**config.mk**
```make
export PLATFORM = sky130hd
export DESIGN_NAME = fader_average_deadband_reporter
export DESIGN_NICKNAME = d
export VERILOG_FILES = /design/src/rtl/fadr_pkg.sv /design/src/rtl/fadr_chan_store.sv /design/src/rtl/fadr_eval.sv /design/src/rtl/fader_average_deadband_reporter.sv
export SDC_FILE = /design/constraint.sdc
export NUM_CORES = 1
export LEC_CHECK = 0
export ABC_AREA = 1
export BUFFER_PORTS_ARGS = -buffer_cell sky130_fd_sc_hd__buf_2
export CORE_AREA = 2 2 210 212
export DETAILED_ROUTE_END_ITERATION = 12
export DIE_AREA = 0 0 212 214
export PLACE_DENSITY = 0.77
export REMOVE_ABC_BUFFERS = 1
export SYNTH_ARGS = -nofsm -noshare
export SYNTH_HDL_FRONTEND = slang
export SYNTH_HIERARCHICAL = 1
export SYNTH_SLANG_ARGS = --single-unit
```
**constraint.sdc**
```tcl
create_clock -name clk_i -period 14.2 [get_ports clk_i]
set_input_delay 0.71 -clock clk_i [delete_from_list [all_inputs] [get_ports clk_i]]
set_output_delay 0.71 -clock clk_i [all_outputs]
set_load 0.05 [all_outputs]
```
**src/rtl/fadr_pkg.sv**
```systemverilog
// Shared constants, types and register codes of the fader average deadband reporter.
package fadr_pkg;

  // Block geometry.
  localparam int unsigned Window       = 8;
  localparam int unsigned Channels     = 4;
  localparam int unsigned SampleBits   = 12;
  localparam int unsigned WinLog2      = $clog2(Window);
  localparam int unsigned ChanBits     = 2;
  localparam int unsigned SumBits      = SampleBits + WinLog2;

  // Controller value scaling: average / 32, saturated to 7 bits.
  localparam int unsigned ValueDivLog2 = 5;
  localparam int unsigned ValueBits    = 7;
  localparam int unsigned ValueMax     = 127;

  // Configuration port.
  localparam int unsigned MaskBits     = 4;
  localparam int unsigned MidiChBits   = 4;
  localparam int unsigned CfgIdxBits   = 2;
  localparam int unsigned CfgDataBits  = 7;

  typedef logic [SampleBits-1:0] sample_t;
  typedef logic [SumBits-1:0]    sum_t;
  typedef logic [ValueBits-1:0]  value_t;
  typedef logic [ChanBits-1:0]   chan_t;

  typedef enum logic [CfgIdxBits-1:0] {
    CfgReportMask     = 2'd0,
    CfgChangeThresh   = 2'd1,
    CfgMidiChannel    = 2'd2,
    CfgControllerBase = 2'd3
  } cfg_reg_e;

  // Per-channel state seen by the evaluation logic.
  typedef struct packed {
    sample_t oldest;
    sum_t    sum;
    value_t  last;
  } chan_rd_t;

  // Per-channel state update produced by the evaluation logic.
  typedef struct packed {
    logic    upd;
    chan_t   ch;
    sample_t smp;
    sum_t    sum;
    logic    upd_last;
    value_t  val;
  } chan_wr_t;

endpackage

```
**src/rtl/fadr_chan_store.sv**
```systemverilog
// Per-channel sample windows, running sums and last reported values.
module fadr_chan_store (
  input  logic                clk_i,
  input  logic                rst_ni,
  input  fadr_pkg::chan_t     rd_ch_i,
  output fadr_pkg::chan_rd_t  rd_o,
  input  fadr_pkg::chan_wr_t  wr_i
);

  // Each window is a shift line: the newest sample enters at tap 0 and the
  // oldest one sits at the last tap.
  logic [fadr_pkg::Window-1:0][fadr_pkg::SampleBits-1:0] ring_q [fadr_pkg::Channels];
  fadr_pkg::sum_t   sum_q  [fadr_pkg::Channels];
  fadr_pkg::value_t last_q [fadr_pkg::Channels];

  // Read side for the channel in the input register.
  assign rd_o.oldest = ring_q[rd_ch_i][fadr_pkg::Window-1];
  assign rd_o.sum    = sum_q[rd_ch_i];
  assign rd_o.last   = last_q[rd_ch_i];

  // Update the addressed channel when a beat leaves the input register.
  always_ff @(posedge clk_i or negedge rst_ni) begin
    if (!rst_ni) begin
      for (int c = 0; c < fadr_pkg::Channels; c++) begin
        ring_q[c] <= '0;
        sum_q[c]  <= '0;
        last_q[c] <= '0;
      end
    end else if (wr_i.upd) begin
      ring_q[wr_i.ch] <= {ring_q[wr_i.ch][fadr_pkg::Window-2:0], wr_i.smp};
      sum_q[wr_i.ch]  <= wr_i.sum;
      if (wr_i.upd_last) begin
        last_q[wr_i.ch] <= wr_i.val;
      end
    end
  end

endmodule

```
**src/rtl/fadr_eval.sv**
```systemverilog
// Average, scaling and deadband decision for one sample.
module fadr_eval (
  input  logic                              vld_i,
  input  fadr_pkg::chan_t                   ch_i,
  input  fadr_pkg::sample_t                 smp_i,
  input  fadr_pkg::chan_rd_t                rd_i,
  input  logic [fadr_pkg::MaskBits-1:0]     mask_i,
  input  fadr_pkg::value_t                  thresh_i,
  output fadr_pkg::chan_wr_t                wr_o,
  output logic                              fire_o,
  output fadr_pkg::value_t                  val_o
);

  fadr_pkg::sum_t   sum_new;
  fadr_pkg::sum_t   avg;
  fadr_pkg::sum_t   val_wide;
  fadr_pkg::value_t val;
  fadr_pkg::value_t diff;

  // Swap the oldest sample for the new one; the sum never leaves its range.
  assign sum_new = rd_i.sum - fadr_pkg::SumBits'(rd_i.oldest) + fadr_pkg::SumBits'(smp_i);

  // Window and value divisors are powers of two.
  assign avg      = sum_new >> fadr_pkg::WinLog2;
  assign val_wide = avg >> fadr_pkg::ValueDivLog2;
  assign val      = (val_wide > fadr_pkg::SumBits'(fadr_pkg::ValueMax))
                    ? fadr_pkg::ValueBits'(fadr_pkg::ValueMax)
                    : val_wide[fadr_pkg::ValueBits-1:0];

  // Absolute change against the last reported value.
  assign diff = (val >= rd_i.last) ? (val - rd_i.last) : (rd_i.last - val);

  assign fire_o = vld_i && mask_i[ch_i] && (diff >= thresh_i);
  assign val_o  = val;

  assign wr_o.upd      = vld_i;
  assign wr_o.ch       = ch_i;
  assign wr_o.smp      = smp_i;
  assign wr_o.sum      = sum_new;
  assign wr_o.upd_last = fire_o;
  assign wr_o.val      = val;

endmodule

```
**src/rtl/fader_average_deadband_reporter.sv**
```systemverilog
// Top level of the four-channel fader averager with deadband change reports.
//
// The block takes one sample beat per clock cycle and keeps that pace as long
// as result beats are taken. A beat is held in an input register; as it
// leaves that register, its channel's 8-sample window, running sum and last reported
// value (all flip-flops, cleared by reset, no clearing pass) are read, updated
// and written back, and a report, if one is due, is loaded into the result
// register, where it waits until it is taken.
// Only a result that is not taken holds the input register and with it
// in_ready_o. Configuration writes are always taken and act on the next sample
// evaluated.
module fader_average_deadband_reporter (
  input  logic                                clk_i,
  input  logic                                rst_ni,
  // Sample channel.
  input  logic                                in_valid_i,
  output logic                                in_ready_o,
  input  logic [fadr_pkg::ChanBits-1:0]       fader_index_i,
  input  logic [fadr_pkg::SampleBits-1:0]     sample_i,
  // Report channel.
  output logic                                out_valid_o,
  input  logic                                out_ready_i,
  output logic [fadr_pkg::ChanBits-1:0]       report_fader_o,
  output logic [fadr_pkg::MidiChBits-1:0]     report_midi_channel_o,
  output logic [fadr_pkg::ValueBits-1:0]      controller_number_o,
  output logic [fadr_pkg::ValueBits-1:0]      controller_value_o,
  // Configuration write channel.
  input  logic                                cfg_valid_i,
  output logic                                cfg_ready_o,
  input  logic [fadr_pkg::CfgIdxBits-1:0]     cfg_index_i,
  input  logic [fadr_pkg::CfgDataBits-1:0]    cfg_data_i
);

  logic [fadr_pkg::MaskBits-1:0]   mask_q;
  fadr_pkg::value_t                thresh_q;
  logic [fadr_pkg::MidiChBits-1:0] midi_q;
  fadr_pkg::value_t                base_q;

  logic               in_vld_q;
  fadr_pkg::chan_t    in_ch_q;
  fadr_pkg::sample_t  in_smp_q;

  logic                              out_vld_q;
  fadr_pkg::chan_t                   out_ch_q;
  logic [fadr_pkg::MidiChBits-1:0]   out_midi_q;
  fadr_pkg::value_t                  out_num_q;
  fadr_pkg::value_t                  out_val_q;

  logic               adv;
  logic               fire;
  fadr_pkg::value_t   val;
  fadr_pkg::chan_rd_t rd;
  fadr_pkg::chan_wr_t wr;
  fadr_pkg::chan_wr_t wr_gated;

  // Configuration registers.
  assign cfg_ready_o = 1'b1;

  always_ff @(posedge clk_i or negedge rst_ni) begin
    if (!rst_ni) begin
      mask_q   <= fadr_pkg::MaskBits'(1);
      thresh_q <= fadr_pkg::ValueBits'(2);
      midi_q   <= '0;
      base_q   <= '0;
    end else if (cfg_valid_i) begin
      unique case (fadr_pkg::cfg_reg_e'(cfg_index_i))
        fadr_pkg::CfgReportMask:     mask_q   <= cfg_data_i[fadr_pkg::MaskBits-1:0];
        fadr_pkg::CfgChangeThresh:   thresh_q <= cfg_data_i[fadr_pkg::ValueBits-1:0];
        fadr_pkg::CfgMidiChannel:    midi_q   <= cfg_data_i[fadr_pkg::MidiChBits-1:0];
        fadr_pkg::CfgControllerBase: base_q   <= cfg_data_i[fadr_pkg::ValueBits-1:0];
        default: ;
      endcase
    end
  end

  // The input register drains whenever the result register can take a beat.
  assign adv        = in_vld_q && (!out_vld_q || out_ready_i);
  assign in_ready_o = !in_vld_q || adv;

  always_ff @(posedge clk_i or negedge rst_ni) begin
    if (!rst_ni) begin
      in_vld_q <= 1'b0;
    end else if (in_ready_o) begin
      in_vld_q <= in_valid_i;
    end
  end

  always_ff @(posedge clk_i) begin
    if (in_valid_i && in_ready_o) begin
      in_ch_q  <= fader_index_i;
      in_smp_q <= sample_i;
    end
  end

  // Channel state and evaluation.
  fadr_chan_store u_store (
    .clk_i   (clk_i),
    .rst_ni  (rst_ni),
    .rd_ch_i (in_ch_q),
    .rd_o    (rd),
    .wr_i    (wr_gated)
  );

  fadr_eval u_eval (
    .vld_i    (adv),
    .ch_i     (in_ch_q),
    .smp_i    (in_smp_q),
    .rd_i     (rd),
    .mask_i   (mask_q),
    .thresh_i (thresh_q),
    .wr_o     (wr),
    .fire_o   (fire),
    .val_o    (val)
  );

  assign wr_gated = wr;

  // Result register.
  always_ff @(posedge clk_i or negedge rst_ni) begin
    if (!rst_ni) begin
      out_vld_q <= 1'b0;
    end else if (adv) begin
      out_vld_q <= fire;
    end else if (out_ready_i) begin
      out_vld_q <= 1'b0;
    end
  end

  always_ff @(posedge clk_i) begin
    if (adv && fire) begin
      out_ch_q   <= in_ch_q;
      out_midi_q <= midi_q;
      out_num_q  <= base_q + fadr_pkg::ValueBits'(in_ch_q);
      out_val_q  <= val;
    end
  end

  assign out_valid_o           = out_vld_q;
  assign report_fader_o        = out_ch_q;
  assign report_midi_channel_o = out_midi_q;
  assign controller_number_o   = out_num_q;
  assign controller_value_o    = out_val_q;

  // An accepted sample beat always lands in the input register.
  a_in_load: assert property (@(posedge clk_i) disable iff (!rst_ni)
    in_valid_i && in_ready_o |=> in_vld_q)
    else $error("accepted sample beat not held in input register");

  // A stalled report holds the input register and the channel state.
  a_stall_hold: assert property (@(posedge clk_i) disable iff (!rst_ni)
    out_vld_q && !out_ready_i |-> !adv && !wr_gated.upd)
    else $error("state updated while report stalled");

  // A new report only comes from an evaluated sample that fired.
  a_report_src: assert property (@(posedge clk_i) disable iff (!rst_ni)
    $rose(out_vld_q) |-> $past(adv) && $past(fire))
    else $error("report appeared without a firing sample");

endmodule
```
; ---- Word level (Yosys, flattened, before mapping)
; Cells that the tools add are included.
; Widths: inputs -> output; s select.
[word_totals]
ff_bits = 530
latchBits = 0
mem_bits_rw = 0
romBits = 0
in_bits = 28
out_inout_bits = 23
elab_cells = 108
mem_count = 0
[classes]
n_addsub = 5
n_mul = 0
div_mod_pow = 0
order_cmp = 6
n_eq_ne = 3
n_shift = 0
n_mux = 24
n_bitwise = 1
reduce_logical = 17
[op_table]
columns = operator, count
row1 = $bwmux 384, 1
row2 = $mux 96, 3
row3 = $bmux 96 s2, 1
row4 = $demux 96 s2, 1
row5 = $bwmux 60, 1
row6 = $mux 15, 3
row7 = $mux 7, 5
row8 = $bmux 15 s2, 1
row9 = $demux 15 s2, 1
row10 = $bwmux 28, 1
row11 = $add 15x12->15, 1
row12 = $sub 15x12->15, 1
row13 = $bmux 7 s2, 1
row14 = $demux 7 s2, 1
row15 = $ge 7x7->1, 2
row16 = $sub 7x7->7, 2
row17 = $reduce_and 2->1, 5
row18 = $add 7x2->7, 1
row19 = $gt 7x7->1 const B, 1
row20 = $logic_and 1x1->1, 6
row21 = $eq 2x2->1 const B, 2
row22 = $ge 3x3->1 const B, 1
row23 = $lt 2x3->1 const B, 1
row24 = $lt 3x1->1 const B, 1
row25 = other kinds (8), 12

; ---- Longest topological paths before layout
; Gate-level depths: netlist of run 1.
[logic_depth]
word_depth = 13
ltp_mapped = 44
ltp_nobuf = 39

; ---- Hierarchy
; Netlist of run 1, hierarchy kept.
[by_module_without_submodules]
columns = mod, n_inst, cells_each, area_each_um2, seq_area_each_um2
row1 = fadr_chan_store, 1, 2989, 21668.3, 11811.3
row2 = fadr_eval, 1, 428, 2489.9, 0.0
row3 = fader_average_deadband_reporter, 1, 164, 2175.8, 1624.1

; ---- Worst setup path before layout of run 1
; No wires, ideal clock.
[synth_timing]
kind = flip-flop to flip-flop
start = reg in_ch_q[0]
end = reg out_num_q[0] (netlist: controller_number_o[0]) (enable)
setup_time_ps = 422
arrival_ps = 6113
t_required_ps = 13778
path_slack_ps = 7665
path_stages_with_launch = 36
n_path_buf = 3
synth_period_minus_slack_ps = 6535
cell_sequence = edfxtp_1 buf_2 inv_1 buf_2 clkbuf_1 o21ai_0 o22ai_1 ha_1 inv_1 ha_1 inv_1 fa_1 inv_1 nand3_1 nand3_1 nand2_1 nand3_1 xor2_1 ha_1 fa_1 nor2_1 nand2_1 nand3_1 nand2_1 nand2_1 nand2_1 nand2_1 inv_1 ha_1 nand2_1 o21a_1 o211ai_1 nand2_1 inv_1 inv_1 nor3_1
[synth_lines]
columns = element, line
row1 = from (decl), fader_average_deadband_reporter.sv:40  ; fadr_pkg::chan_t in_ch_q;
row2 = from (signal assigned), fader_average_deadband_reporter.sv:90  ; in_ch_q <= fader_index_i;
row3 = to (signal assigned), fader_average_deadband_reporter.sv:133  ; out_num_q <= base_q + fadr_pkg::ValueBits'(in_ch_q);
row4 = to (decl), fader_average_deadband_reporter.sv:46  ; fadr_pkg::value_t out_num_q;

==> results by stage, run 1 <==
Routing:
- The number of design rule violations left after detail routing is 0.
- The routed length per placed instance is 15.73 µm.
- Using the TritonRoute via totals, the vias-per-cell ratio works out to 5.376.
- Wires add up to 65.00 mm.
- The detailed router placed 22220 vias in this run.
- In this run the remaining antenna-violating nets after routing total 0.
- The first-pass detailed-route iteration total is 7.
- The first routing iteration left 2352 violations.

STA:
- The clock period could shrink to 6980 ps.
- The normalized max-slew margin is 21.08%.
- The count of final setup violators is 0.
- The final clock skew is 24.60 ps.
- The number of pins with negative max-slew slack in the final report is 0.
- In the final timing run, aggregate negative setup slack is 0 ps.
- The final hold violation count is 0.
- The actual transition at the worst max-transition pin is 1184 ps.
- Setup repair after global routing left no endpoint under its margin.
- After layout, the worst path uses 49.16% of the clock period.
- The maximum clock rate is 0.1433 GHz.

Clock network:
- The TritonCTS buffer count is 54.
- After clock tree synthesis, the clock-pin slew on the worst setup and hold paths is 60 ps.
- The clock latency of the later-clocked register in the worst-skew pair is 600 ps.
- The depth of the CTS H-tree is 2.
- The post-cts repair resize count is 0.
- The buffers inserted during post-CTS setup optimization is 0.
- The number of buffers added to fix hold violations after cts is 0.
- The total clock sinks is 530.
- The root buffer cell chosen for the clock tree is clkbuf_16.
- The TritonCTS clock tree is yes.
- The clock passes through at most 3 buffers.

Worst setup path:
- The most numerous cell type found on the critical path is nand2_1.
- Of all nets on the critical path, the largest fanout is 202.
- By startpoint and endpoint, the worst setup path is classified as flip-flop to flip-flop.
- For the worst setup path, the data required time is 14460 ps.
- On the worst path, the slowest cell contributes a delay of 620 ps.
- The endpoint arrival time on the critical path is 7240 ps.
- The slowest cell on the critical path is buf_12.
- STA classifies the critical path endpoint as a flip-flop.
- The type of element launching the critical path is a flip-flop.

Global route:
- Entering global routing, the biggest net connects 203 pins.
- The number of global-route vias before repair came to 22170.
- The initial antenna violation count is 0.
- The first-pass GRT wire length is 109.7 mm.
- The global-route total usage across every layer is 29.58%.
- The total congestion overflow is 0.

Synthesis:
- The area of the mapped netlist is 26330 µm².
- Averaged over all synthesized cells, the footprint is 7.354 µm².
- Synthesis instantiated 39 different standard cells from the library.
- The share of synthesized area in the top cell type comes to 46.94%.
- Summing the sequential cell areas from Yosys gives 51.02% of the chip area.
- The register bit total from synthesis is 530.
- The instance count of the mapped netlist is 3581.
- By area the synthesized netlist is led by dfrtp_1 (47%), nand2_1 (32%), edfxtp_1 (3.9%).
- The number of enable flip-flop cells after synthesis is 34.
- The most used flip-flop cell after synthesis is dfrtp_1.
- The Yosys step of the flow raised 6 warnings.
- Summed over all instances, the cell type with the most area after synthesis is dfrtp_1.
- Of all flip-flops after synthesis, the portion carrying an async set or reset was 93.58%.

Power and ir drop:
- In this run the static leakage power is 0.01604 µW.
- The combinational share of power is 38.8%.
- The worst-case IR drop observed on VDD is 0.0001418 V.
- The switching power share of the total is 39.54%.
- For this design the total switching power over the nets is 2409 µW.
- The share of total power dissipated in sequential elements is 38.2%.
- The clock network fraction of total power is 23.0%.
- The power per unit of standard cell area is 215.7 nW/µm².
- The cell-internal power is 3685 µW.

Die:
- During I/O placement, the number of pins put on the boundary was 51.
- For this configuration, the core starts out at a cell density of 61.40%.
- The standard cell core area is 42890 µm².
- The die is 212 µm wide.
- The number of rows in the core area is 76.
- The die footprint is 45370 µm².
- In this run the vertical extent of the chip is 214 µm.

Worst hold path:
- The path class of the tightest hold or removal check is primary input to asynchronous set/reset pin.

Final layout:
- The number of inserted diodes is 0.
- For this run, the post-layout net count is 3584.
- Leaving out fill and tap cells, the most frequent cells in the layout are nand2_1 (2250), dfrtp_1 (494), inv_1 (160).
- The most frequent standard cell in the layout excluding fill and tap cells is nand2_1.
- The utilization after layout is 65.89%.
- In the final layout, the share of cells above drive strength 1 is 5.468%.
- The final design area excluding fillers is 28260 µm².
- The synthesis-to-layout area growth is 7.308%.

Place:
- The port buffer count is 49.
- Detailed placement ended at an HPWL of 35.73 mm.
- The congestion estimate from routability-driven global placement came to 0.8501.
- Summing all placed instances gives a cell area of 26500 µm².

Outcome:
- The flow ran to the end, and the final reports show no timing, DRC or antenna violations.

Run:
- Max-cap violations in this run came to 0.
-- logic make-up (layout without fill, tap and decap cells) --
| logic type | after synthesis | count (layout) | synth area share (%) |
|---|---|---|---|
| AND/OR/NAND/NOR | 2399 | 2399 | 34.80 |
| flip-flops | 530 | 530 | 51.02 |
| buffers and inverters | 376 | 343 | 6.471 |
| AO/OA/AOI/OAI | 206 | 206 | 4.229 |
| adder cells (fa/ha/maj) | 52 | 52 | 2.898 |
| XOR/XNOR | 17 | 17 | 0.5654 |
| other | 1 | 1 | 0.01424 |
-- routing by layer --
layer,up-vias,wire length [µm],track usage [%]
li1,10660,-,-
met1,10700,27760,40.20
met2,757,32050,49.97
met3,108,3872,3.416
met4,0,1320,9.178
met5,-,0,0
-- final cells by class --
class,count,area (µm²)
clock inverters,12,116.4
flip-flops and latches,530,13440
inverters,170,654.4
repair buffers,73,447.9
multi-input cells,2675,11230
clock buffers,88,1640
fillers,3661,14630
well taps,585,732.0
-- registers in the layout, indices dropped and copies added (netlist names) --
name	count
thresh_q	7
in_smp_q	12
out_valid_o	1
in_vld_q	1
report_fader_o	2
report_midi_channel_o	4
controller_number_o	7
base_q	7
u_store/ring_q	384
midi_q	4
controller_value_o	7
mask_q	4
in_ch_q	2
u_store/sum_q	60
u_store/last_q	28
-- critical path: cells and delay by family, from the launching register on --
| kind | cells | cell delay, ps |
|---|---|---|
| buf+inv | 8 | 1840 |
| simple gates | 15 | 1620 |
| fa+ha+maj | 4 | 1470 |
| compound gates | 6 | 1100 |
| flops | 1 | 350 |
-- through the flow --
| step | hold WS (ps) | cells | power, µW | setup slack (ps) |
|---|---|---|---|---|
| after floorplan | 414.4 | 3375 | 4060 | 2196 |
| after global placement | 432.4 | 4033 | 4594 | 7423 |
| after detailed placement | 432.7 | 4033 | 4683 | 7195 |
| after CTS | 248.3 | 4133 | 6111 | 7153 |
| after global routing | 276.8 | 4133 | 6596 | 6491 |
| final | 211.8 | 4133 | 6094 | 7220 |
-- Yosys cell counts, types with 4 or more instances --
cell type and number:
o22ai_1 20, ha_1 37, buf_2 94, nand3_1 30, buf_6 5, nand3_2 5
o21ai_0 113, a21oi_1 38, buf_4 36, and2_1 4, edfxtp_1 34, inv_1 161
inv_2 8, buf_1 19, xnor2_1 5, nand2_2 6, clkbuf_1 52, nand2_1 2250
o21ai_2 10, xor2_1 12, nand4_1 10, nor2_1 84, fa_1 15, o21ai_1 21
dfrtp_1 494
-- power by group through the flow --
stage	registers, µW	logic (µW)	clock network (µW)
after floorplan	2350	1710	0
after global placement	2320	2280	0
after detailed placement	2340	2350	0
after CTS	2320	2370	1420
after global routing	2380	2730	1480
final	2330	2370	1400
-- final timing paths --
| path | depth (start not counted) | end | slack (ps) | startpoint |
|---|---|---|---|---|
| min in group clk_i | 1 | in_smp_q[4] | 280 | sample_i[4] |
| max reg2reg | 33 | controller_number_o[0] | 7220 | in_ch_q[0] |
| max | 33 | controller_number_o[0] | 7220 | in_ch_q[0] |
| min reg2reg | 0 | report_midi_channel_o[3] | 450 | midi_q[3] |
| min | 1 | u_store/ring_q[26] | 210 | rst_ni |
| max in group asynchronous | 2 | u_store/ring_q[373] | 12330 | rst_ni |
(Power assumes the default switching activity.)
==> run 2: changes to the inputs <==
--- a/config.mk
+++ b/config.mk
@@ -7,10 +7,10 @@
 export LEC_CHECK = 0
 export ABC_AREA = 1
 export BUFFER_PORTS_ARGS = -buffer_cell sky130_fd_sc_hd__buf_2
-export CORE_AREA = 2 2 210 212
+export CORE_AREA = 2 2 218 220
 export DETAILED_ROUTE_END_ITERATION = 12
-export DIE_AREA = 0 0 212 214
-export PLACE_DENSITY = 0.77
+export DIE_AREA = 0 0 220 222
+export PLACE_DENSITY = 0.75
 export REMOVE_ABC_BUFFERS = 1
 export SYNTH_ARGS = -nofsm -noshare
 export SYNTH_HDL_FRONTEND = slang
==> constraint.sdc (replaced) <==
create_clock -name clk_i -period 6.3 [get_ports clk_i]
set_input_delay 0.315 -clock clk_i [delete_from_list [all_inputs] [get_ports clk_i]]
set_output_delay 0.315 -clock clk_i [all_outputs]
set_load 0.05 [all_outputs]
==> run 2 against run 1 <==
  * Combinational power is 140% higher
  * Core utilization shrank 2.9 points
  * Global-route usage shrank 2.2 points
  * Count of clock-buffer cells in the layout decreased by 4
  * Sequential share of layout area shrank 1.5 points
  * Clock power is 150% higher
==> results by stage, run 2 (same netlist as run 1, synthesis figures left out) <==
STA:
- The actual transition at the worst max-transition pin is 1069 ps (-114.5 ps).
- The normalized max-slew margin is 28.63% (+7.6 points).
- The count of final setup violators is 0 (unchanged).
- The final clock skew is 15.24 ps (-9.356 ps).
- The number of pins with negative max-slew slack in the final report is 0 (unchanged).
- The share of the cycle needed by the critical path after routing was 95.07% (+46 points).
- The final hold violation count came to 0 (unchanged).
- The final critical path time including I/O delays and setup is 5989 ps (-991.2 ps).
- The hold slack is 33.48 ps (-178.3 ps).
- The worst setup slack after layout is 310.8 ps (-6909 ps).
- The maximum clock rate is 0.1670 GHz (+17%).

Worst hold path:
- The worst hold path belongs to the class primary input to flip-flop.
- In this run the most critical hold path is launched from cfg_data_i[1].

Die:
- The die footprint is 48840 µm² (+7.7%).
- The horizontal die dimension came to 220 µm (+3.8%).
- The number of rows in the core area came to 79 (+3.9%).
- The number of primary I/O pins is 51 (unchanged).
- The initial cell density of the core is 56.93% (-4.5 points).
- The die extent in y was 222 µm (+3.7%).
- The standard cell core area is 46260 µm² (+7.9%).

Global route:
- The global-route total usage across every layer is 27.42% (-2.2 points).
- The total congestion overflow was 0 (unchanged).
- The number of global-route vias before repair came to 21320 (-3.8%).
- The maximum number of pins on one net before global-route repair is 144 (-29%).
- The first-pass GRT wire length was 108.4 mm (-1.2%).
- The initial antenna violation count is 0 (unchanged).

Power and ir drop:
- The switching power share of the total is 39.07% (-0.46 points).
- The maximum VDD drop is 0.0002794 V (+97%).
- The net switching power is 5630 µW (+130%).
- The leakage power summed over all cells was 0.01639 µW (+2.2%).
- The combinational share of power is 39.5% (+0.7 points).
- The sum of internal, switching and leakage power is 14410 µW (+140%).
- The sequential cell fraction of total power is 36.4% (-1.8 points).
- The power per unit of standard cell area is 494.3 nW/µm² (+130%).
- The cell-internal power is 8778 µW (+140%).
- The clock network fraction of total power is 24.1% (+1.1 points).

Place:
- The worst setup slack before clock tree synthesis is 306.8 ps (-6888 ps).
- The final weighted congestion in routability-driven placement is 0.8915 (+4.9%).
- The cell area after placement is 26770 µm² (+1.0%).
- The placed wire-length estimate is 36.49 mm (+2.1%).
- The port buffer count is 49 (unchanged).

Routing:
- The routed length per placed instance was 15.90 µm (+1.1%).
- The starting DRC count in detailed routing is 2134 (-9.3%).
- The number of vias after detailed routing is 22160 (-0.26%).
- The total routed wirelength is 66.86 mm (+2.9%).
- The number of design rule violations left after detail routing is 0 (unchanged).
- The post-detailed-route count of antenna-violating nets is 0 (unchanged).
- The first-pass detailed-route iteration total is 8 (+1).
- The per-cell via count in the routed design is 5.269 (-2.0%).

Worst setup path:
- In this design, the largest share of critical-path delay is due to simple AND/OR/NAND/NOR gates.
- The slowest cell on the critical path is fa_1.
- STA classifies the critical path startpoint as a flip-flop.
- The launching instance or port of the critical path is in_ch_q[0].
- The most frequent cell on the critical path is nand2_1.
- The endpoint arrival time on the critical path is 6300 ps (-940 ps).
- The critical path data required time was 6610 ps (-7850 ps).
- The critical path in this run is classified as flip-flop to flip-flop.
- The peak fanout along the critical path came to 21 (-90%).
- The total buffers and inverters traversed by the critical path is 8 (unchanged).
- The critical register-to-register path startpoint is in_ch_q[0].
- The peak per-stage delay on the critical path is 540 ps (-80 ps).
- The kind of end point of the critical path is a flip-flop.

Final layout:
- The ratio of cells with drive above 1 in the final layout is 6.835% (+1.4 points).
- In the layout the commonest cells are nand2_1 (2246), dfrtp_1 (494), inv_1 (158).
- The register with the most flip-flops is u_store/ring_q.
- The flip-flop count of the largest register, all copies and words added was 384 (unchanged).
- In the final layout, the registers with the most flip-flops are u_store/ring_q (384), u_store/sum_q (60), u_store/last_q (28).
- Leaving out fill and tap cells, the most frequent cell in the layout is nand2_1.
- Relative to the synthesized area, the layout overhead comes to 10.69%.
- The final design area excluding fillers is 29150 µm² (+3.1%).
- The number of nets in the layout is 3635 (+1.4%).
- The number of inserted diodes is 0 (unchanged).
- The utilization after layout is 63.01% (-2.9 points).

Run:
- The count of maximum capacitance violations is 0 (unchanged).

Clock network:
- The depth of the CTS H-tree is 2 (unchanged).
- The TritonCTS buffer count is 56 (+3.7%).
- The clock-pin slew of the registers on the worst-case setup and hold paths is 60 ps (about the same).
- The total clock sinks was 530 (unchanged).
- The TritonCTS clock tree is yes.
- The clock latency of the later-clocked register in the worst-skew pair is 610 ps (about the same).
- The clock root buffer is clkbuf_16.
- The maximum number of buffers from clock root to sink is 3 (unchanged).

Outcome:
- The run finished with clean final reports.
run 2: changes by cell type in the layout (fill, tap and decap cells not counted), moves of 7 or more:
| cell | before | now |
|---|---|---|
| dlygate4sd3_1 | 0 | 20 |
| buf_4 | 23 | 38 |
| clkbuf_8 | 14 | 5 |
| buf_12 | 1 | 8 |
| bufinv_16 | 2 | 9 |
| ha_1 | 37 | 30 |
run 2: stage by stage:
stage | instances | TNS [ps]
after floorplan | 3375 | -1407600
after global placement | 4075 | 0
after detailed placement | 4075 | 0
after CTS | 4197 | 0
after global routing | 4206 | -745.7
final | 4206 | 0
run 2: tightest hold or removal path, cell delays in order:
cell and delay, ps:
buf_2 70, inv_1 80, o21ai_2 140
run 2: power by group through the flow:
stage / Sequential, µW / Clock (µW) / Combinational [µW]
floorplan: 5290 / 0 / 3860
global placement: 5240 / 0 / 5330
detailed placement: 5260 / 0 / 5370
CTS: 5230 / 3540 / 5430
global route: 5370 / 3670 / 6470
finish: 5240 / 3480 / 5690
run 2: area by class of cell:
cell class | instances | area, µm²
fillers | 4084 | 17110
flip-flops and latches | 530 | 13440
multi-input cells | 2675 | 11370
clock buffers | 84 | 1599
repair buffers | 122 | 1003
well taps | 607 | 759.5
inverters | 170 | 658.1
clock inverters | 18 | 326.6
run 2: path summary, 6_finish.rpt:
kind,depth (start not counted),slack [ps],endpoint
setup / recovery,33,310,controller_value_o[0]
max in group asynchronous,3,4480,u_store/ring_q[207]
hold / removal,3,30,base_q[1]
min in group asynchronous,2,410,u_store/ring_q[307]
setup reg to reg,33,310,controller_value_o[0]
hold reg to reg,0,460,report_midi_channel_o[2]
run 2: timing repair:
item                                    CTS  global route
gates resized for setup                   0            38
hold buffers                             20             0
buffers inserted                          0             4
endpoints found under the setup margin    0            42
hold endpoints to repair                128             0
run 2: per-layer routing:
layer	GRT usage, %	share of wire, %
met5	0	0
met1	38.07	44
met4	7.621	1.8
met3	4.348	6.9
met2	44.74	47
